`config.mk`:
```
export PLATFORM = sky130hd
export DESIGN_NAME = stuffed_bit_header_reader_top
export DESIGN_NICKNAME = d
export VERILOG_FILES = /design/src/rtl/core/shbr_pkg.sv /design/src/rtl/core/shbr_fifo.sv /design/src/rtl/core/shbr_bitx.sv /design/src/rtl/core/stuffed_bit_header_reader_top.sv
export SDC_FILE = /design/constraint.sdc
export NUM_CORES = 1
export LEC_CHECK = 0
export ABC_AREA = 1
export BUFFER_PORTS_ARGS = -buffer_cell sky130_fd_sc_hd__clkbuf_2
export CAP_MARGIN = 20
export CELL_PAD_IN_SITES_DETAIL_PLACEMENT = 0
export CELL_PAD_IN_SITES_GLOBAL_PLACEMENT = 1
export CORE_MARGIN = 3
export CORE_UTILIZATION = 50
export DETAILED_ROUTE_END_ITERATION = 10
export HOLD_SLACK_MARGIN = 0.1
export PLACE_DENSITY = 0.85
export SETUP_SLACK_MARGIN = 0.5
export SLEW_MARGIN = 5
export SYNTH_ARGS = -nofsm -noshare
export SYNTH_HDL_FRONTEND = slang
export SYNTH_SLANG_ARGS = --single-unit
```
`constraint.sdc`:
```
create_clock -name clk -period 6.3 [get_ports clk]
set_clock_uncertainty 0.1 [all_clocks]
set_input_delay 0.63 -clock clk [delete_from_list [all_inputs] [get_ports clk]]
set_output_delay 0.63 -clock clk [all_outputs]
set_load 0.02 [all_outputs]
```
`src/rtl/core/shbr_pkg.sv`:
```
// Package for the stuffed-bit header reader: constants, codes, control structs, marker table.
`timescale 1ns / 1ps
package shbr_pkg;

    // Byte FIFO; depth is a power of two so pointers wrap naturally.
    localparam int FIFO_DEPTH = 16;
    localparam int ADDR_W     = $clog2(FIFO_DEPTH);
    localparam int CNT_W      = ADDR_W + 1;

    // Bit reads: width of the bits field, longest read, request counter width.
    localparam int BITS_W     = 32;
    localparam int MAX_BITS   = 32;
    localparam int NCNT_W     = 6;

    // Byte offsets within one transaction: at most six bytes (SOP) are touched.
    localparam int DROP_W     = 3;
    localparam int SOP_LEN    = 6;
    localparam int SOP_CHK    = 4;
    localparam int EPH_LEN    = 2;
    localparam int EPH_CHK    = 2;

    localparam logic [7:0] STUFF_BYTE = 8'hFF;

    typedef enum logic [2:0] {
        CMD_PUSH        = 3'd0,
        CMD_START       = 3'd1,
        CMD_READ        = 3'd2,
        CMD_ALIGN       = 3'd3,
        CMD_SOP         = 3'd4,
        CMD_EPH         = 3'd5,
        CMD_RETRY_EPH   = 3'd6,
        CMD_RETRY_ALIGN = 3'd7
    } cmd_t;

    typedef enum logic [1:0] {
        ST_OK      = 2'd0,
        ST_STARVED = 2'd1,
        ST_FULL    = 2'd2
    } status_t;

    typedef enum logic [2:0] {
        S_IDLE,
        S_DISPATCH,
        S_LOAD_FIRST,
        S_RD_STEP,
        S_RD_FETCH,
        S_MK_CHK,
        S_FINISH
    } state_t;

    typedef struct packed {
        logic              push;
        logic              rd;
        logic [ADDR_W-1:0] rd_off;
        logic              drop;
        logic [DROP_W-1:0] drop_num;
    } fifo_ctl_t;

    typedef struct packed {
        logic begin_rd;   // copy committed state into work copy, clear accumulator
        logic load;       // load fetched byte into work copy
        logic shift;      // move one bit into the accumulator
        logic commit;     // work copy becomes committed state
        logic first;      // header start: committed state from first byte
        logic clear;      // byte align: drop partial byte
    } bitx_ctl_t;

    typedef struct packed {
        logic work_empty;
        logic nb_is7;
    } bitx_sts_t;

    // Expected marker bytes: SOP is FF 91 00 04, EPH is FF 92.
    function automatic logic [7:0] marker_byte(input logic is_eph, input logic [DROP_W-1:0] idx);
        logic [7:0] b;
        begin
            case (idx)
                3'd0:    b = 8'hFF;
                3'd1:    b = is_eph ? 8'h92 : 8'h91;
                3'd2:    b = 8'h00;
                3'd3:    b = 8'h04;
                default: b = 8'h00;
            endcase
            return b;
        end
    endfunction

endpackage

```
`src/rtl/core/shbr_fifo.sv`:
```
// Byte FIFO with offset peek (registered read) and multi-byte drop.
`timescale 1ns / 1ps
module shbr_fifo (
    input  logic                      clk,
    input  logic                      rst_n,
    input  shbr_pkg::fifo_ctl_t       ctl,
    input  logic [7:0]                wr_data,
    output logic [7:0]                rd_data,
    output logic [shbr_pkg::CNT_W-1:0] count
);
    import shbr_pkg::*;

    logic [7:0]        mem [FIFO_DEPTH];
    logic [7:0]        rd_data_reg;
    logic [ADDR_W-1:0] rd_idx_reg, rd_idx_next;
    logic [CNT_W-1:0]  cnt_reg, cnt_next;

    always_comb
    begin
        rd_idx_next = rd_idx_reg;
        cnt_next    = cnt_reg;
        if (ctl.push)
        begin
            cnt_next = cnt_reg + CNT_W'(1);
        end
        else if (ctl.drop)
        begin
            rd_idx_next = rd_idx_reg + ADDR_W'(ctl.drop_num);
            cnt_next    = cnt_reg - CNT_W'(ctl.drop_num);
        end
    end

    always_ff @(posedge clk or negedge rst_n)
    begin
        if (!rst_n)
        begin
            rd_idx_reg <= '0;
            cnt_reg    <= '0;
        end
        else
        begin
            rd_idx_reg <= rd_idx_next;
            cnt_reg    <= cnt_next;
        end
    end

    always_ff @(posedge clk)
    begin
        if (ctl.push)
        begin
            mem[rd_idx_reg + cnt_reg[ADDR_W-1:0]] <= wr_data;
        end
        if (ctl.rd)
        begin
            rd_data_reg <= mem[rd_idx_reg + ctl.rd_off];
        end
    end

    assign rd_data = rd_data_reg;
    assign count   = cnt_reg;

endmodule

```
`src/rtl/core/shbr_bitx.sv`:
```
// Bit-serial extractor: byte shift register, unstuffing, accumulator, commit/rollback.
`timescale 1ns / 1ps
module shbr_bitx (
    input  logic                        clk,
    input  logic                        rst_n,
    input  shbr_pkg::bitx_ctl_t         ctl,
    input  logic [7:0]                  byte_in,
    output shbr_pkg::bitx_sts_t         sts,
    output logic [shbr_pkg::BITS_W-1:0] acc
);
    import shbr_pkg::*;

    // Committed state; sh holds the unread bits left-aligned.
    logic [7:0]        sh_reg, sh_next;
    logic [3:0]        bl_reg, bl_next;
    logic [3:0]        nb_reg, nb_next;
    // Work copy used during a read, discarded when starved.
    logic [7:0]        w_sh_reg, w_sh_next;
    logic [3:0]        w_bl_reg, w_bl_next;
    logic [3:0]        w_nb_reg, w_nb_next;
    logic [BITS_W-1:0] acc_reg, acc_next;
    logic [3:0]        nbits;

    assign nbits = (w_nb_reg == 4'd0) ? 4'd8 : w_nb_reg;

    always_comb
    begin
        sh_next   = sh_reg;
        bl_next   = bl_reg;
        nb_next   = nb_reg;
        w_sh_next = w_sh_reg;
        w_bl_next = w_bl_reg;
        w_nb_next = w_nb_reg;
        acc_next  = acc_reg;
        if (ctl.begin_rd)
        begin
            w_sh_next = sh_reg;
            w_bl_next = bl_reg;
            w_nb_next = nb_reg;
            acc_next  = '0;
        end
        if (ctl.load)
        begin
            // after a stuffed byte only the low seven bits carry data
            w_sh_next = (nbits == 4'd7) ? {byte_in[6:0], 1'b0} : byte_in;
            w_bl_next = nbits;
            w_nb_next = (nbits == 4'd8 && byte_in == STUFF_BYTE) ? 4'd7 : 4'd8;
        end
        if (ctl.shift)
        begin
            acc_next  = {acc_reg[BITS_W-2:0], w_sh_reg[7]};
            w_sh_next = {w_sh_reg[6:0], 1'b0};
            w_bl_next = w_bl_reg - 4'd1;
        end
        if (ctl.commit)
        begin
            sh_next = w_sh_reg;
            bl_next = w_bl_reg;
            nb_next = w_nb_reg;
        end
        if (ctl.first)
        begin
            sh_next = byte_in;
            bl_next = 4'd8;
            nb_next = (byte_in == STUFF_BYTE) ? 4'd7 : 4'd8;
        end
        if (ctl.clear)
        begin
            sh_next = '0;
            bl_next = '0;
            nb_next = '0;
        end
    end

    always_ff @(posedge clk or negedge rst_n)
    begin
        if (!rst_n)
        begin
            sh_reg <= '0;
            bl_reg <= '0;
            nb_reg <= '0;
        end
        else
        begin
            sh_reg <= sh_next;
            bl_reg <= bl_next;
            nb_reg <= nb_next;
        end
    end

    always_ff @(posedge clk)
    begin
        w_sh_reg <= w_sh_next;
        w_bl_reg <= w_bl_next;
        w_nb_reg <= w_nb_next;
        acc_reg  <= acc_next;
    end

    assign sts.work_empty = (w_bl_reg == 4'd0);
    assign sts.nb_is7     = (nb_reg == 4'd7);
    assign acc            = acc_reg;

endmodule

```
`src/rtl/core/stuffed_bit_header_reader_top.sv`:
```
// Top level of the stuffed-bit header reader: command sequencer, result register, checks.
`timescale 1ns / 1ps
// Steps from accept: every command goes through dispatch, then finish; start with a byte load
// adds the first-byte load (an owed align skip is taken in dispatch before it); SOP and EPH
// skips add the marker check, one byte peeked per cycle. A bit read shifts one bit per cycle,
// except that each byte fetched costs a FIFO read and a load step before shifting resumes.
// One transaction at a time: the next accept comes in idle, after the result is registered.
// Reset (rst_n, async, active low) empties the FIFO and clears pending flags and bit state.
module stuffed_bit_header_reader_top (
    input  logic                        clk,
    input  logic                        rst_n,
    input  logic                        item_valid,
    output logic                        item_ready,
    input  logic [2:0]                  cmd,
    input  logic [7:0]                  data_byte,
    input  logic [5:0]                  bit_count,
    output logic                        result_valid,
    input  logic                        result_ready,
    output logic [shbr_pkg::BITS_W-1:0] bits,
    output logic [1:0]                  status,
    output logic                        marker_skipped
);
    import shbr_pkg::*;

    state_t             state_reg, state_next;
    cmd_t               cmd_reg, cmd_next;
    logic [7:0]         data_reg, data_next;
    logic [NCNT_W-1:0]  k_reg, k_next;          // bits still to read
    logic [DROP_W-1:0]  used_reg, used_next;    // bytes fetched / peeked so far
    logic               match_reg, match_next;
    logic               align_pend_reg, align_pend_next;
    logic               eph_pend_reg, eph_pend_next;
    status_t            res_status_reg, res_status_next;
    logic               res_marker_reg, res_marker_next;
    logic               res_sel_reg, res_sel_next; // bits come from the accumulator

    // output register
    logic               out_valid_reg, out_valid_next;
    logic [BITS_W-1:0]  out_bits_reg, out_bits_next;
    status_t            out_status_reg, out_status_next;
    logic               out_marker_reg, out_marker_next;

    fifo_ctl_t          fctl;
    logic [7:0]         rd_data;
    logic [CNT_W-1:0]   cnt;
    bitx_ctl_t          bctl;
    bitx_sts_t          bsts;
    logic [BITS_W-1:0]  acc;

    logic               accept;
    logic               out_free;
    logic               is_eph;
    logic [DROP_W-1:0]  mk_last;
    logic               mk_match;
    logic [NCNT_W-1:0]  n_sat;

    shbr_fifo u_fifo (
        .clk     (clk),
        .rst_n   (rst_n),
        .ctl     (fctl),
        .wr_data (data_reg),
        .rd_data (rd_data),
        .count   (cnt)
    );

    shbr_bitx u_bitx (
        .clk     (clk),
        .rst_n   (rst_n),
        .ctl     (bctl),
        .byte_in (rd_data),
        .sts     (bsts),
        .acc     (acc)
    );

    assign accept   = item_valid && item_ready;
    assign out_free = !out_valid_reg || result_ready;
    assign is_eph   = (cmd_reg != CMD_SOP);
    assign mk_last  = is_eph ? DROP_W'(EPH_CHK) : DROP_W'(SOP_CHK);
    assign mk_match = match_reg && (rd_data == marker_byte(is_eph, used_reg - DROP_W'(1)));
    assign n_sat    = (bit_count > NCNT_W'(MAX_BITS)) ? NCNT_W'(MAX_BITS) : bit_count;

    // ---------------- next state ----------------
    always_comb
    begin
        state_next = state_reg;
        case (state_reg)
            S_IDLE:
            begin
                if (item_valid)
                begin
                    state_next = S_DISPATCH;
                end
            end
            S_DISPATCH:
            begin
                case (cmd_reg)
                    CMD_START:
                    begin
                        if (cnt == '0)
                        begin
                            state_next = S_FINISH;
                        end
                        else if (!align_pend_reg)
                        begin
                            state_next = S_LOAD_FIRST;
                        end
                        // pending align: skip one byte and look again
                    end
                    CMD_READ:
                    begin
                        state_next = S_RD_STEP;
                    end
                    CMD_SOP:
                    begin
                        state_next = (cnt < CNT_W'(SOP_LEN)) ? S_FINISH : S_MK_CHK;
                    end
                    CMD_EPH, CMD_RETRY_EPH:
                    begin
                        if ((cmd_reg == CMD_RETRY_EPH && !eph_pend_reg)
                            || cnt < CNT_W'(EPH_LEN))
                        begin
                            state_next = S_FINISH;
                        end
                        else
                        begin
                            state_next = S_MK_CHK;
                        end
                    end
                    default:
                    begin
                        state_next = S_FINISH;
                    end
                endcase
            end
            S_LOAD_FIRST:
            begin
                state_next = S_FINISH;
            end
            S_RD_STEP:
            begin
                if (k_reg == '0)
                begin
                    state_next = S_FINISH;
                end
                else if (bsts.work_empty)
                begin
                    state_next = (CNT_W'(used_reg) >= cnt) ? S_FINISH : S_RD_FETCH;
                end
            end
            S_RD_FETCH:
            begin
                state_next = S_RD_STEP;
            end
            S_MK_CHK:
            begin
                if (used_reg == mk_last)
                begin
                    state_next = S_FINISH;
                end
            end
            S_FINISH:
            begin
                if (out_free)
                begin
                    state_next = S_IDLE;
                end
            end
            default:
            begin
                state_next = S_IDLE;
            end
        endcase
    end

    // ---------------- outputs and datapath ----------------
    always_comb
    begin
        item_ready      = 1'b0;
        fctl            = '0;
        bctl            = '0;
        cmd_next        = cmd_reg;
        data_next       = data_reg;
        k_next          = k_reg;
        used_next       = used_reg;
        match_next      = match_reg;
        align_pend_next = align_pend_reg;
        eph_pend_next   = eph_pend_reg;
        res_status_next = res_status_reg;
        res_marker_next = res_marker_reg;
        res_sel_next    = res_sel_reg;
        out_valid_next  = out_valid_reg && !result_ready;
        out_bits_next   = out_bits_reg;
        out_status_next = out_status_reg;
        out_marker_next = out_marker_reg;

        case (state_reg)
            S_IDLE:
            begin
                item_ready = 1'b1;
                if (accept)
                begin
                    cmd_next        = cmd_t'(cmd);
                    data_next       = data_byte;
                    k_next          = n_sat;
                    res_status_next = ST_OK;
                    res_marker_next = 1'b0;
                    res_sel_next    = 1'b0;
                end
            end
            S_DISPATCH:
            begin
                case (cmd_reg)
                    CMD_PUSH:
                    begin
                        if (cnt == CNT_W'(FIFO_DEPTH))
                        begin
                            res_status_next = ST_FULL;
                        end
                        else
                        begin
                            fctl.push = 1'b1;
                        end
                    end
                    CMD_START:
                    begin
                        if (cnt == '0)
                        begin
                            res_status_next = ST_STARVED;
                        end
                        else if (align_pend_reg)
                        begin
                            fctl.drop       = 1'b1;
                            fctl.drop_num   = DROP_W'(1);
                            align_pend_next = 1'b0;
                        end
                        else
                        begin
                            fctl.rd     = 1'b1;
                            fctl.rd_off = '0;
                        end
                    end
                    CMD_READ:
                    begin
                        bctl.begin_rd = 1'b1;
                        used_next     = '0;
                    end
                    CMD_ALIGN:
                    begin
                        align_pend_next = 1'b0;
                        bctl.clear      = 1'b1;
                        if (bsts.nb_is7)
                        begin
                            // skip the byte that follows a stuffed 0xFF
                            if (cnt != '0)
                            begin
                                fctl.drop     = 1'b1;
                                fctl.drop_num = DROP_W'(1);
                            end
                            else
                            begin
                                align_pend_next = 1'b1;
                                res_status_next = ST_STARVED;
                            end
                        end
                    end
                    CMD_SOP:
                    begin
                        if (cnt < CNT_W'(SOP_LEN))
                        begin
                            res_status_next = ST_STARVED;
                        end
                        else
                        begin
                            fctl.rd    = 1'b1;
                            fctl.rd_off = '0;
                            used_next  = DROP_W'(1);
                            match_next = 1'b1;
                        end
                    end
                    CMD_EPH, CMD_RETRY_EPH:
                    begin
                        if (cmd_reg == CMD_RETRY_EPH && !eph_pend_reg)
                        begin
                            res_status_next = ST_OK;
                        end
                        else if (cnt < CNT_W'(EPH_LEN))
                        begin
                            eph_pend_next   = 1'b1;
                            res_status_next = ST_STARVED;
                        end
                        else
                        begin
                            eph_pend_next = 1'b0;
                            fctl.rd       = 1'b1;
                            fctl.rd_off   = '0;
                            used_next     = DROP_W'(1);
                            match_next    = 1'b1;
                        end
                    end
                    CMD_RETRY_ALIGN:
                    begin
                        if (align_pend_reg)
                        begin
                            if (cnt == '0)
                            begin
                                res_status_next = ST_STARVED;
                            end
                            else
                            begin
                                fctl.drop       = 1'b1;
                                fctl.drop_num   = DROP_W'(1);
                                align_pend_next = 1'b0;
                            end
                        end
                    end
                    default:
                    begin
                        res_status_next = ST_OK;
                    end
                endcase
            end
            S_LOAD_FIRST:
            begin
                bctl.first    = 1'b1;
                fctl.drop     = 1'b1;
                fctl.drop_num = DROP_W'(1);
            end
            S_RD_STEP:
            begin
                if (k_reg == '0)
                begin
                    bctl.commit   = 1'b1;
                    fctl.drop     = (used_reg != '0);
                    fctl.drop_num = used_reg;
                    res_sel_next  = 1'b1;
                end
                else if (bsts.work_empty)
                begin
                    if (CNT_W'(used_reg) >= cnt)
                    begin
                        // starved: work copy is discarded, FIFO untouched
                        res_status_next = ST_STARVED;
                    end
                    else
                    begin
                        fctl.rd     = 1'b1;
                        fctl.rd_off = ADDR_W'(used_reg);
                        used_next   = used_reg + DROP_W'(1);
                    end
                end
                else
                begin
                    bctl.shift = 1'b1;
                    k_next     = k_reg - NCNT_W'(1);
                end
            end
            S_RD_FETCH:
            begin
                bctl.load = 1'b1;
            end
            S_MK_CHK:
            begin
                if (used_reg == mk_last)
                begin
                    if (mk_match)
                    begin
                        fctl.drop       = 1'b1;
                        fctl.drop_num   = is_eph ? DROP_W'(EPH_LEN) : DROP_W'(SOP_LEN);
                        res_marker_next = 1'b1;
                    end
                end
                else
                begin
                    fctl.rd     = 1'b1;
                    fctl.rd_off = ADDR_W'(used_reg);
                    used_next   = used_reg + DROP_W'(1);
                    match_next  = mk_match;
                end
            end
            S_FINISH:
            begin
                if (out_free)
                begin
                    out_valid_next  = 1'b1;
                    out_bits_next   = res_sel_reg ? acc : '0;
                    out_status_next = res_status_reg;
                    out_marker_next = res_marker_reg;
                end
            end
            default:
            begin
                out_valid_next = out_valid_reg && !result_ready;
            end
        endcase
    end

    always_ff @(posedge clk or negedge rst_n)
    begin
        if (!rst_n)
        begin
            state_reg      <= S_IDLE;
            align_pend_reg <= 1'b0;
            eph_pend_reg   <= 1'b0;
            out_valid_reg  <= 1'b0;
        end
        else
        begin
            state_reg      <= state_next;
            align_pend_reg <= align_pend_next;
            eph_pend_reg   <= eph_pend_next;
            out_valid_reg  <= out_valid_next;
        end
    end

    always_ff @(posedge clk)
    begin
        cmd_reg        <= cmd_next;
        data_reg       <= data_next;
        k_reg          <= k_next;
        used_reg       <= used_next;
        match_reg      <= match_next;
        res_status_reg <= res_status_next;
        res_marker_reg <= res_marker_next;
        res_sel_reg    <= res_sel_next;
        out_bits_reg   <= out_bits_next;
        out_status_reg <= out_status_next;
        out_marker_reg <= out_marker_next;
    end

    assign result_valid   = out_valid_reg;
    assign bits           = out_bits_reg;
    assign status         = out_status_reg;
    assign marker_skipped = out_marker_reg;

    // ---------------- checks ----------------
    a_fifo_bound: assert property (@(posedge clk) disable iff (!rst_n)
        cnt <= CNT_W'(FIFO_DEPTH))
        else $error("FIFO fill count above depth");

    a_used_bound: assert property (@(posedge clk) disable iff (!rst_n)
        CNT_W'(used_reg) <= cnt || state_reg == S_IDLE || state_reg == S_DISPATCH
        || state_reg == S_FINISH || state_reg == S_LOAD_FIRST)
        else $error("byte cursor ran past FIFO contents");

    a_result_from_finish: assert property (@(posedge clk) disable iff (!rst_n)
        $rose(result_valid) |-> $past(state_reg == S_FINISH))
        else $error("result presented outside finish step");

    a_marker_ok: assert property (@(posedge clk) disable iff (!rst_n)
        result_valid && marker_skipped |-> status == ST_OK)
        else $error("marker skip reported with bad status");

endmodule

```
== Word level (Yosys, flattened, before mapping) ==
Memory sizes are Yosys's and may differ from the RTL's. A register that Yosys moved wholly into a read port is not among the register bits.
Cells that the tools add are included.

* Register bits after elaboration: 139
* Memories: 1
* Word-level logic and storage cells: 261
* RAM bits: 128

{| class="wikitable"
|+ Memory list
! name !! words !! bits a word !! read ports !! clocked after Yosys merged registers in !! write ports !! RTL line !! RTL
|-
| u_fifo.mem || 16 || 8 || 1 || 1 || 1 || shbr_fifo.sv:13 || <nowiki>logic [7:0] mem [FIFO_DEPTH];</nowiki>
|}

* Equality and inequality tests: 50
* Reductions and logical operators: 43
* Add/sub/neg operators: 9
* Bitwise operators: 2
* Mux-type cells: 127
* Magnitude comparators: 4

{| class="wikitable"
|+ Operator list
! operator !! count
|-
| $mux W4 || 22
|-
| $mux W32 || 2
|-
| $mux W8 || 7
|-
| $mux W5 || 10
|-
| $mux W3 || 16
|-
| $mux W2 || 17
|-
| $mux W1 || 31
|-
| $ne A3 B3 Y1 const B || 10
|-
| $pmux W5 S3 || 2
|-
| $ne A2 B2 Y1 const B || 13
|-
| $mux W6 || 4
|-
| $pmux W8 S3 || 1
|-
| $eq A3 B3 Y1 const B || 7
|-
| $pmux W3 S7 || 1
|-
| $pmux W3 S3 || 2
|-
| $reduce_bool A3 Y1 || 6
|-
| $pmux W4 S4 || 1
|-
| $eq A3 B2 Y1 const B || 5
|-
| $pmux W2 S6 || 1
|-
| $pmux W3 S4 || 1
|-
| $pmux W4 S3 || 1
|-
| $pmux W6 S2 || 1
|-
| $reduce_and A12 Y1 || 1
|-
| $reduce_bool A2 Y1 || 6
|-
| other kinds (43) || 67
|}

== Logic depth before layout (Yosys ltp) ==
* Depth in word-level cells: 11
* Mapped depth: 25
* Depth with buffers taken out: 24

== By module ==
From an unflattened synthesis, not the netlist that was laid out.

* Cell total of the unflattened synthesis: 1453
* Area total of the unflattened synthesis: 13508.0 sq um

{| class="wikitable"
|+ By module, submodules not included
! module !! instances !! seq. area each (sq um) !! cells each !! area an instance (sq um)
|-
| shbr_fifo || 1 || 4309.1 || 724 || 6877.8
|-
| stuffed_bit_header_reader_top || 1 || 1951.9 || 412 || 3654.8
|-
| shbr_bitx || 1 || 1831.8 || 317 || 2975.4
|}

== Least setup slack after synthesis ==
No wires, ideal clock.

* Path kind: reg-to-reg
* From: register used_reg[0]
* To: register u_fifo.rd_data_reg[5], in the netlist u_fifo.rd_data[5], read port of u_fifo.mem (data pin)
* Cell stages (with the launch flop): 21
* Path slack: 2.954 ns
* Library setup time: 0.152 ns
* Clock period less this slack: 3.346 ns
* Data required time: 6.048 ns
* Arrival: 3.094 ns
* Path through: edfxtp_1 -> inv_1 -> ha_1 -> inv_1 -> a21boi_0 -> o21ai_0 -> a21oi_1 -> inv_1 -> nand3_1 -> a21oi_1 -> ha_1 -> inv_1 -> fa_1 -> buf_2 -> clkbuf_1 -> o21ai_0 -> o32ai_1 -> inv_1 -> o21ai_0 -> inv_1 -> o21ai_0

* Word-level cells in the longest chain between the ends: 6

{| class="wikitable"
|+ RTL lines
! what !! RTL line !! RTL
|-
| from (decl) || stuffed_bit_header_reader_top.sv:29 || <nowiki>logic [DROP_W-1:0] used_reg, used_next;</nowiki>
|-
| from (signal assigned) || stuffed_bit_header_reader_top.sv:420 || <nowiki>used_reg <= used_next;</nowiki>
|-
| $ge A3 B5 Y1 || stuffed_bit_header_reader_top.sv:339 || <nowiki>if (CNT_W'(used_reg) >= cnt)</nowiki>
|-
| $mux W5 || stuffed_bit_header_reader_top.sv:339 ||
|-
| $mux W5 || stuffed_bit_header_reader_top.sv:337 || <nowiki>else if (bsts.work_empty)</nowiki>
|-
| $mux W5 || stuffed_bit_header_reader_top.sv:330 || <nowiki>if (k_reg == '0)</nowiki>
|-
| $pmux W5 S3 * || stuffed_bit_header_reader_top.sv:196 || <nowiki>case (state_reg)</nowiki>
|-
| $add A4 B4 Y4 || shbr_fifo.sv:55 || <nowiki>rd_data_reg <= mem[rd_idx_reg + ctl.rd_off];</nowiki>
|-
| to (decl) || shbr_fifo.sv:14 || <nowiki>logic [7:0] rd_data_reg;</nowiki>
|}

Mark *: on every way between the ends. The rest lies on a longest branch, timed or not.
A chain may end at the register's enable or synchronous reset.

== Worst setup path after layout ==
* From: register used_reg[0]
* To: register u_fifo.rd_data_reg[7], in the netlist u_fifo.rd_data[7], read port of u_fifo.mem (data pin)

The elaborated chain is that of the path after synthesis.

==> impl_metrics.yaml <==
floorplanning:
  start_util_pct: 51.6
  die_h_um: 165
  coreArea_mm2: 0.0246
  die_area_mm2: 0.0273
  rows: 57
  dieWidth_um: 165
  io_pins: 58
worst_setup_path:
  worstReg2RegEnd: "u_fifo.rd_data[7]$_DFFE_PP_"
  rrSetupSlack_ps: 1900
  critPathSlowestCell: "fa_2"
  cpPeakStageDelay_ps: 1130
  crit_fanout: 50
  crit_start: "used_reg[0]$_DFFE_PP_"
  startpoint_type: "register"
  endpoint: "u_fifo.rd_data[7]$_DFFE_PP_"
  worstPathRequired_ps: 6580
  crit_path_end_kind: "register"
  rr_worst_depth: 19
  crit_type: "reg -> reg"
  path_cells: "inv_1, ha_1, inv_1, a21boi_0, o21ai_0, a21oi_1, inv_1, nand3_1, a21oi_1, ha_1, inv_1, fa_2, buf_4, o21ai_0, o32ai_1, inv_1, o21ai_0, nand2_1, o21ai_0"
  timing.critical_path.mode_cell: "inv_1"
  arrival_ps: 4690
  r2r-start: "used_reg[0]$_DFFE_PP_"
clock_tree:
  clkTransAtPathRegs_ps: 60
  cts_tree: "done"
  hold_buffers: 1
  postCtsResizedCells: 0
  cts_setup_buffers: 0
  cts_buffer_depth: 3
  clk_latency_ps: 540
  clockRootBuffer: "clkbuf_16"
  htreeDepth: 1
  cts_sinks: 275
  cts_buffers: 29
timing:
  min_period_over_period_pct: 69.9
  fmax_mhz: 227
  rsz0062_at_grt: "false"
  worst_pin_slew_ps: 1030
  setup_tns_ps: 0
  final_hold_viol_count: 0
  max_slew_margin_pct: 31.2
  report.final.slew_viol_count: 0
  hold_ws_ps: 164
  post-route-min-period_ps: 4400
  finalSetupViolCount: 0
drt:
  drtPass1Iterations: 5
  drcViolationCount: 0
  antenna_left: 0
  met3_length_um: 1320
  drt_iter0_drc: 795
  wl_per_cell_um: 16.2
  routed_wl_um: 26200
  num_vias: 8529
  met2_length_um: 12400
  via_per_inst: 5.28
  wl_met1_um: 11600
  highest_layer: "met4"
outcome:
  status: "completed"
logic_synthesis:
  syn_area_mm2: 0.0127
  synth.distinct_cells: 46
  synth_seq_area_share_pct: 63.7
  ys_seq_elements: 275
  syn_area_per_cell_um2: 10.5
  syn_nets: 1264
  synth_edf_count: 243
  async_reset_ff_share_pct: 11.3
  yosysWarnings: 0
  ys.flop_type: "edfxtp_1"
  synthCells: 1214
global_route:
  grt_pass1_vias: 8314
  grt_usage_pct: 19.6
  grt_pass1_wl_um: 42600
  antenna_found_initial: 0
  grt-ovfl-total: 0
  grt_max_degree: 65
placed_design:
  gp_congestion: 0.875
  place.port_buffers: 57
  hpwl_um: 17600
pwr:
  leakagePower_nw: 5.94
  power.density_mw_per_mm2: 465
  ir_worst_vdd_mv: 0.345
layout:
  n_fill_cell: 2076
  nets: 1320
  seqCellArea_mm2: 0.00809
  layout-drive-gt1-share_pct: 11.0
  multi_input_area_mm2: 0.00374
  synthToLayoutAreaGrowth_pct: 11.8
  largest_reg_flops: 128
  antenna_cells: 0
job:
  cap_violations: 0
min_path:
  holdCritPathClass: "in -> reg"
logic make-up after synthesis:
| kind of cell | synth area share, % |
|---|---|
| simple gates | 15.1 |
| flops | 63.7 |
| buf+inv | 7.01 |
| compound gates | 9.92 |
| fa+ha+maj | 3.09 |
| xor+xnor | 1.17 |
metal layers:
metal / up-vias / global-route usage (%)
met5: - / 0.189
met4: 0 / 7.49
met3: 64 / 2.74
met2: 229 / 32.2
met1: 4002 / 26.7
li1: 4234 / -
synth_stat cells, drive strengths merged (2+ instances only):
cell type,count,area [µm²]
ha,25,313
nand4,11,75.1
a22o,2,17.5
nand3,41,228
a31oi,4,25.0
edfxtp,243,7300
clkbuf,29,109
nor2,202,812
o32ai,32,280
inv,189,709
nor4,3,18.8
xor2,8,70.1
o21ai,110,554
dfrtp,31,776
a21oi,38,194
fa,4,80.1
o211ai,7,57.6
xnor2,9,78.8
nand2,182,711
or2,2,12.5
buf,13,71.3
nor3,9,55.1
o22ai,12,75.1
layout by cell type (no fill, tap or decap), types with 6 or more instances in the layout:
cell type	netlist	layout
a21oi_1	37	37
clkbuf_16	0	29
edfxtp_1	243	243
buf_4	0	9
inv_1	179	179
ha_1	25	25
nor3_1	7	7
clkbuf_2	0	57
dfrtp_1	31	31
xnor2_1	9	8
nand3_1	38	38
inv_2	10	10
o21ai_0	101	101
clkbuf_1	29	11
nor2_1	194	193
xor2_1	8	8
o211ai_1	6	6
o21ai_1	8	8
nand4_1	10	10
o22ai_1	12	12
o32ai_1	32	32
nand2_1	175	175
worst max-delay path: cells and delay by family, from the launching register on:
kind | cells | cell delay [ps]
AND/OR/NAND/NOR | 2 | 130
AO/OA/AOI/OAI | 8 | 1110
adder cells (fa/ha/maj) | 3 | 1620
buffers and inverters | 6 | 850
flip-flops | 1 | 420
cell type report:
class	count	area share, %
repair buffers	67	2.56
clock inverters	13	0.793
flip-flops and latches	275	57.0
inverters	189	5.00
clock buffers	40	5.40
well taps	324	2.86
multi-input cells	708	26.4
worst min path at each step:
stage / to / startpoint / slack (ps) / cells past startpoint
2_1_floorplan: align_pend_reg$_DFFE_PN0P_ / rst_n / 230 / 0
3_3_place_gp: status[1]$_DFFE_PP_ / res_status_reg[1]$_DFFE_PP_ / 300 / 0
3_5_place_dp: status[0]$_DFFE_PP_ / res_status_reg[0]$_DFFE_PP_ / 310 / 0
4_1_cts: data_reg[5]$_DFFE_PP_ / data_byte[5] / 130 / 1
5_1_grt: data_reg[4]$_DFFE_PP_ / data_byte[4] / 150 / 1
6_report: data_reg[5]$_DFFE_PP_ / data_byte[5] / 160 / 1
stage by stage:
| step | cells | total power (W) | setup WS [ps] | cell area (µm²) | utilization, % |
|---|---|---|---|---|---|
| final | 1616 | 0.00660 | 1900 | 14200 | 57.7 |
| after floorplan | 1214 | 0.00440 | 2950 | 12700 | - |
| after CTS | 1616 | 0.00666 | 1880 | 14200 | 57.7 |
| after global routing | 1616 | 0.00709 | 1300 | 14200 | 57.7 |
| after detailed placement | 1562 | 0.00504 | 1910 | 13300 | 54.1 |
| after global placement | 1562 | 0.00500 | 2060 | 13300 | 54.1 |
report_power, final:
part	internal [W]	total [W]	switching [W]	leakage (nW)
Combinational	0.000737	0.00230	0.00156	2.88
Sequential	0.00247	0.00272	0.000248	2.63
Clock	0.000928	0.00159	0.000661	0.431
(Power assumes the default switching activity.)
